$ cat src/gnpc_pkg.sv
// shared types and constants for the grid node plane collision block
package gnpc_pkg;
  localparam int unsigned InWidth  = 248;
  localparam int unsigned OutWidth = 88;
  // flat node index space for the position; indexes wrap modulo this
  localparam int unsigned MaxNodes = 65536;
  localparam logic [2:0] REG_ORIGIN_X = 3'd0;
  localparam logic [2:0] REG_ORIGIN_Y = 3'd1;
  localparam logic [2:0] REG_CELL     = 3'd2;
  localparam logic [2:0] REG_ROW      = 3'd3;
  localparam logic [2:0] REG_COUNT    = 3'd4;

  // datapath commands
  typedef enum logic [3:0] {
    OP_IDLE, OP_LOAD, OP_DIV, OP_POS, OP_PLANE_RD, OP_DIST_A, OP_DIST_B,
    OP_VN_A, OP_VN_B, OP_CORR_X, OP_CORR_Y, OP_APPLY
  } op_t;

  typedef struct packed {
    op_t        op;
    logic [3:0] plane;
  } cmd_t;

  typedef struct packed {
    logic div_done;
    logic skip;
  } sts_t;

  function automatic logic signed [31:0] sat32(input logic signed [65:0] v);
    if (v > 66'sd2147483647) return 32'sh7fffffff;
    if (v < -66'sd2147483648) return 32'sh80000000;
    return v[31:0];
  endfunction

  // add half lsb then floor shift by 16
  function automatic logic signed [65:0] rnd16(input logic signed [65:0] v);
    logic signed [65:0] t;
    t = v + 66'sd32768;
    return t >>> 16;
  endfunction
endpackage

$ cat src/gnpc_ctrl.sv
// controller sequencing the divide, position and per plane steps
module gnpc_ctrl #(
  parameter int unsigned PLANES = 4
) (
  input  logic             clk,
  input  logic             rst_n,
  input  logic             in_fire,
  input  logic             node_item,
  input  logic [2:0]       plane_count,
  input  gnpc_pkg::sts_t   sts,
  input  logic             out_free,
  output gnpc_pkg::cmd_t   cmd,
  output logic             busy,
  output logic             done
);
  import gnpc_pkg::*;
  typedef enum logic [3:0] {
    S_IDLE, S_DIV, S_POS, S_RD, S_DA, S_DB, S_VA, S_VB, S_CX, S_CY, S_AP, S_OUT
  } state_t;
  localparam int unsigned PW = $clog2(PLANES + 1);
  state_t st_r;
  logic [3:0] pl_r;
  logic [PW-1:0] cnt;
  logic last;

  // effective plane count clamped to table size
  assign cnt  = ({1'b0, plane_count} > 4'(PLANES)) ? PW'(PLANES) : PW'(plane_count);
  assign last = ({1'b0, pl_r} + 5'd1) >= 5'(cnt);
  assign busy = (st_r != S_IDLE);
  assign done = (st_r == S_OUT) && out_free;

  always_comb begin
    cmd.plane = pl_r;
    unique case (st_r)
      S_IDLE:  cmd.op = (in_fire && node_item) ? OP_LOAD : OP_IDLE;
      S_DIV:   cmd.op = OP_DIV;
      S_POS:   cmd.op = OP_POS;
      S_RD:    cmd.op = OP_PLANE_RD;
      S_DA:    cmd.op = OP_DIST_A;
      S_DB:    cmd.op = OP_DIST_B;
      S_VA:    cmd.op = OP_VN_A;
      S_VB:    cmd.op = OP_VN_B;
      S_CX:    cmd.op = OP_CORR_X;
      S_CY:    cmd.op = OP_CORR_Y;
      S_AP:    cmd.op = OP_APPLY;
      default: cmd.op = OP_IDLE;
    endcase
  end

  // state register
  always_ff @(posedge clk) begin
    if (!rst_n) begin
      st_r <= S_IDLE;
      pl_r <= '0;
    end else begin
      unique case (st_r)
        S_IDLE: if (in_fire && node_item) st_r <= S_DIV;
        S_DIV:  if (sts.div_done) st_r <= S_POS;
        S_POS: begin
          pl_r <= '0;
          st_r <= (cnt == '0) ? S_OUT : S_RD;
        end
        S_RD: st_r <= S_DA;
        S_DA: st_r <= S_DB;
        S_VB, S_DB: begin
          if (sts.skip) begin
            pl_r <= pl_r + 4'd1;
            st_r <= last ? S_OUT : S_RD;
          end else begin
            st_r <= (st_r == S_DB) ? S_VA : S_CX;
          end
        end
        S_VA: st_r <= S_VB;
        S_CX: st_r <= S_CY;
        S_CY: st_r <= S_AP;
        S_AP: begin
          pl_r <= pl_r + 4'd1;
          st_r <= last ? S_OUT : S_RD;
        end
        S_OUT: if (out_free) st_r <= S_IDLE;
        default: st_r <= S_IDLE;
      endcase
    end
  end
endmodule

$ cat config.mk
export PLATFORM = sky130hd
export DESIGN_NAME = gnpc_ctrl
export DESIGN_NICKNAME = d
export VERILOG_FILES = /design/src/gnpc_pkg.sv /design/src/gnpc_ctrl.sv
export SDC_FILE = /design/constraint.sdc
export NUM_CORES = 1
export LEC_CHECK = 0
export ABC_AREA = 1
export BUFFER_PORTS_ARGS = -buffer_cell sky130_fd_sc_hd__buf_4
export CAP_MARGIN = 20
export CORE_ASPECT_RATIO = 1.2
export CORE_MARGIN = 2
export CORE_UTILIZATION = 30
export DETAILED_ROUTE_END_ITERATION = 10
export PLACE_DENSITY = 0.62
export SLEW_MARGIN = 20
export SYNTH_ARGS = -nofsm -noshare
export SYNTH_HDL_FRONTEND = slang
export SYNTH_SLANG_ARGS = --single-unit
$ cat constraint.sdc
create_clock -name clk -period 3.1 [get_ports clk]
set_input_delay 0.31 -clock clk [delete_from_list [all_inputs] [get_ports clk]]
set_output_delay 0.31 -clock clk [all_outputs]
set_load 0.005 [all_outputs]
==> results_dict.tcl, run 1 <==
set metrics [dict create \
    status "finished clean" \
    final_max_slew_viol_count 0 \
    htreeDepth 1 \
    pwr_density_cell_nw_per_um2 320 \
    initial_core_util_pct 32.0 \
    fp-row-count 18 \
    fin_skew_ns 0.00329 \
    period_share_pct 52.9 \
    p_seq_share_pct 41.8 \
    cpPeakStageDelay_ns 0.48 \
    crit_fanout 9 \
    finalCoreUtilization_pct 41.4 \
    antenna_found_initial 0 \
    die_area_um2 2600 \
    syn_area_um2 663 \
    crit_slowest_cell "dfxtp_1" \
    fin_ws_ns 1.46 \
    fin_crit_ns 1.64 \
    die_x_um 46.9 \
    cts_tree "yes" \
    drtPass1Iterations 6 \
    drv_cap 0 \
    internal-power_w 0.000188 \
    synthFlopType "dfxtp_1" \
    power_w 0.000274 \
    wl_per_cell_um 9.44 \
    io_pins 20 \
    clockRootBuffer "clkbuf_4" \
    cts_hold_buffers 0 \
    cts.clk_slew.worst_paths_ns 0.06 \
    cts_setup_buffers 0 \
    ir_drop_v 0.000161 \
    syn-num-nets 130 \
    synth_edf_count 0 \
    synth_top_area_share_pct 24.2 \
    crit_chain "nand2_1 > nor4_1 > buf_4" \
    cp.required_ns 2.79 \
    vias 758 \
    dp_slack_ns 1.57 \
    yosys.area.top_type "dfxtp_1" \
    drt_iter0_markers 12 \
    grt_first_pass_wirelength_um 2590 \
    cp.arrival_ns 1.33 \
    setup_tns_ns 0 \
    area_growth_pct 29.4 \
    swShare_pct 31.4 \
    fmax_mhz 610 \
    grtUsageTotal_pct 13.2 \
    synth_common_cells "nand2_1 (36), inv_1 (18), nor2_1 (11)" \
    grt_max_degree 10 \
    place_congestion 0.803 \
    clock_latency_ns 0.26 \
    core_area_um2 2070 \
    worstMarginPinSlew_ns 0.290 \
    cts_resized 0 \
    hpwl_um 1270 \
    diodes 0 \
    ys_seq_elements 8 \
    setup_violations 0 \
    switching_power_w 0.0000862 \
    synth.most_common_cell "nand2_1" \
    synthCells 116 \
    synth_area_leaders "dfxtp_1 (24%), nand2_1 (20%), inv_1 (10%)" \
    num-fill-cells 246 \
    drc 0 \
    first_global_vias 662 \
    hold_viol_final 0 \
    hold_path_class "in -> reg" \
    start_kind "register" \
    power_frac_comb_pct 28.2 \
    rsz0062_at_grt "no" \
    io_buffers 19 \
    cts.path.max_buffers 2 \
    yosysSeqAreaShare_pct 24.2 \
    p_leak_nw 0.504 \
    regArea_um2 160 \
    synthArstFlopShare_pct 0 \
    synth_cell_types 17 \
    via_per_inst 4.54 \
    cts.sinks 8 \
    die_h_um 55.5 \
    multiInputGateArea_um2 413 \
    critical_path_class "reg -> out" \
    cts-buffers-inserted 3 \
    gr-total-overflow 0 \
    ant_nets 0 \
    nNetsFinal 153 \
    drt-total-wl_um 1580 \
    syn_avg_cell_area_um2 5.72 \
    power.share.clock_pct 30.0 \
    endpoint_kind "output pin" \
    synth_warnings 0 \
    relSlewSlack_pct 80.6 \
    drive_gt1_share_pct 21.9 \
]
[cells in the final DEF (no fill, tap or decap), drive strengths merged]
cell,n
nand4,3
inv,22
nor2,14
dfxtp,8
xor2,1
clkbuf,3
o21bai,1
nor4,1
buf,19
ha,4
nand3,8
a21oi,9
o21ai,7
nand2,37
[critical path: cells and delay by family, from the launching register on]
family	cells	cell delay (ns)
AND/OR/NAND/NOR	2	0.43
buffers and inverters	1	0.16
flip-flops	1	0.48
[kinds of logic (layout without fill, tap and decap cells)]
kind of cell,after synthesis,count (layout),share of synthesized area [%]
and+or+nand+nor,63,63,40.2
buffers and inverters,23,44,13.6
AOI/OAI and AO/OA,17,17,13.2
DFF,8,8,24.2
adders and majority gates,4,4,7.55
xor gates and xnor gates,1,1,1.32
[power by group through the flow]
stage	sequential [W]	clock, W	combinational (W)
6_report	0.000115	0.0000824	0.0000773
4_1_cts	0.000115	0.0000843	0.0000780
3_5_place_dp	0.000117	0	0.0000776
3_3_place_gp	0.000117	0	0.0000769
2_1_floorplan	0.000111	0	0.0000516
5_1_grt	0.000116	0.0000866	0.0000904
[layout make-up]
class / count / area share (%)
clock buffer: 3 / 2.62
sequential: 8 / 18.7
timing repair buffer: 19 / 16.6
multi-input combinational: 85 / 48.1
inverter: 22 / 9.62
tap: 30 / 4.37
[registers in the layout, indices dropped and copies added (netlist names)]
register  count
pl_r          4
st_r          4
[routing by layer]
layer | up-vias | global-route usage [%] | part of all wire [%]
met5 | - | 0 | 0
met4 | 0 | 8.33 | 3.4
met3 | 6 | 0.980 | 5.8
met2 | 26 | 20.9 | 44
met1 | 316 | 16.4 | 47
li1 | 410 | - | -
[metrics by stage]
stage               hold slack (ns)  area [um^2]  cells
floorplan                     0.408          663    116
global placement              0.482          836    164
detailed placement            0.487          836    164
CTS                           0.267          858    167
global route                  0.276          858    167
finish                        0.273          858    167
[worst paths after layout]
check                            start                   end  slack (ns)  cells past startpoint
setup / recovery  st_r[0]$_SDFFE_PN0P_                  done        1.46                      3
hold reg to reg   pl_r[3]$_SDFFE_PN0P_  pl_r[3]$_SDFFE_PN0P_        0.50                      2
setup reg to reg  pl_r[0]$_SDFFE_PN0P_  st_r[3]$_SDFFE_PN0P_        1.56                     10
hold / removal                   rst_n  st_r[3]$_SDFFE_PN0P_        0.27                      3
No activity file was read; power rests on OpenSTA's default activity.
==> run 2, diff against run 1 <==
==> constraint.sdc (replaced) <==
create_clock -name clk -period 1.7 [get_ports clk]
set_input_delay 0.17 -clock clk [delete_from_list [all_inputs] [get_ports clk]]
set_output_delay 0.17 -clock clk [all_outputs]
set_load 0.005 [all_outputs]
==> run 2 against run 1 <==
Compared with the run above: global-route usage is 0.77 points lower; clock power is 76% higher; critical path depth is 6 higher; via count is 2.4% higher; sequential share of layout area stayed put; combinational power is 80% higher; critical path type is now reg -> reg.
==> results_dict.tcl, run 2 (same netlist as run 1, synthesis figures left out) <==
set metrics [dict create \
    status "finished clean" \
    final_cell_mix "nand2_1 (36), buf_4 (19), inv_1 (18), nor2_1 (11), a21oi_1 (9)" \
    period_share_pct 90.0 \
    grt_first_pass_wirelength_um 2450 \
    r2r_slack_ns 0.17 \
    crit_family "adder cells" \
    cts_resized 0 \
    ant_nets 0 \
    cts_hold_buffers 0 \
    drive_gt1_share_pct 21.9 \
    top_regs "pl_r x4, st_r x4" \
    clockRootBuffer "clkbuf_4" \
    drv_cap 0 \
    drc 0 \
    antenna_found_initial 0 \
    grtUsageTotal_pct 12.5 \
    cpPeakStageDelay_ns 0.43 \
    path_depth 9 \
    area_growth_pct 29.4 \
    grt_max_degree 10 \
    relSlewSlack_pct 81.6 \
    start_kind "register" \
    routed-wl-met2_um 735 \
    drt_iter0_markers 20 \
    cp_num_buf_inv 1 \
    io_pins 20 \
    core_area_um2 2070 \
    dr.max_layer_used "met4" \
    ir_drop_v 0.000356 \
    endpoint_kind "register" \
    vias 776 \
    crit_fanout 7 \
    wl_met1_um 664 \
    drt-total-wl_um 1530 \
    power_w 0.000493 \
    cp.required_ns 1.86 \
    finalCoreUtilization_pct 41.4 \
    met3_length_um 126 \
    die_x_um 46.9 \
    cts-buffers-inserted 3 \
    critical_path_class "reg -> reg" \
    via_per_inst 4.65 \
    hold_path_class "in -> reg" \
    diodes 0 \
    crit_chain "ha_1 > xor2_1 > ha_1 > nand2_1 > nand2_1 > nand2_1 > nand3_1 > nand2_1 > inv_1" \
    p_leak_nw 0.504 \
    cts_tree "yes" \
    fin_hold_ws_ns 0.131 \
    initial_core_util_pct 32.0 \
    die_area_um2 2600 \
    nNetsFinal 153 \
    die_h_um 55.5 \
    cts.path.max_buffers 2 \
    setup_violations 0 \
    cts.sinks 8 \
    setup_tns_ns 0 \
    reg2reg_depth 9 \
    drtPass1Iterations 4 \
    final_max_slew_viol_count 0 \
    htreeDepth 1 \
    wl_per_cell_um 9.18 \
    worstMarginPinSlew_ns 0.276 \
    cts.clk_slew.worst_paths_ns 0.05 \
    pwr_density_cell_nw_per_um2 574 \
    hold_viol_final 0 \
    first_global_vias 671 \
    fin_crit_ns 1.53 \
    place_congestion 0.824 \
    hpwl_um 1250 \
    cts_setup_buffers 0 \
    gr-total-overflow 0 \
    rsz0062_at_grt "no" \
    io_buffers 19 \
    place_area_um2 836 \
    fin_area_um2 858 \
    cp.arrival_ns 1.69 \
    clock_latency_ns 0.25 \
    fin_skew_ns 0.00270 \
    mostFrequentLayoutCell "nand2_1" \
    fp-row-count 18 \
    fmax_mhz 654 \
    crit_slowest_cell "dfxtp_1" \
    hold_depth 3 \
    crit_top_cell "nand2_1" \
]
run 2: cell type report:
type                            instances  area [um^2]
Clock buffer                            3         22.5
Fill cell                             226         1210
Inverter                               22         82.6
Multi-Input combinational cell         85          413
Sequential cell                         8          160
Tap cell                               30         37.5
Timing Repair Buffer                   19          143
run 2: per-stage QoR:
step / cells / worst slack, ns
CTS: 167 / 0.161
detailed placement: 164 / 0.169
global route: 167 / 0.0566
floorplan: 116 / 0.258
finish: 167 / 0.170
global placement: 164 / 0.224
run 2: per-layer routing:
metal	GRT usage (%)	vias up
met5	0	-
met4	4.76	0
met3	5.23	2
met2	20.2	35
met1	13.9	331
li1	-	408
run 2: worst min-delay path, delay by kind of cell:
family        cells  cell delay [ns]
buf+inv           2             0.14
simple gates      1             0.05
run 2: report_power, final:
part           switching [W]  internal (W)  leakage, nW
Combinational      0.0000728     0.0000665        0.426
Clock              0.0000643     0.0000808       0.0138
Sequential         0.0000131      0.000195       0.0647
Total               0.000150      0.000343        0.504
run 2: final timing paths:
| kind | to | start |
|---|---|---|
| hold reg to reg | pl_r[3]$_SDFFE_PN0P_ | pl_r[3]$_SDFFE_PN0P_ |
| hold / removal | st_r[1]$_SDFFE_PN0P_ | rst_n |
| setup / recovery | st_r[3]$_SDFFE_PN0P_ | pl_r[0]$_SDFFE_PN0P_ |
| setup reg to reg | st_r[3]$_SDFFE_PN0P_ | pl_r[0]$_SDFFE_PN0P_ |
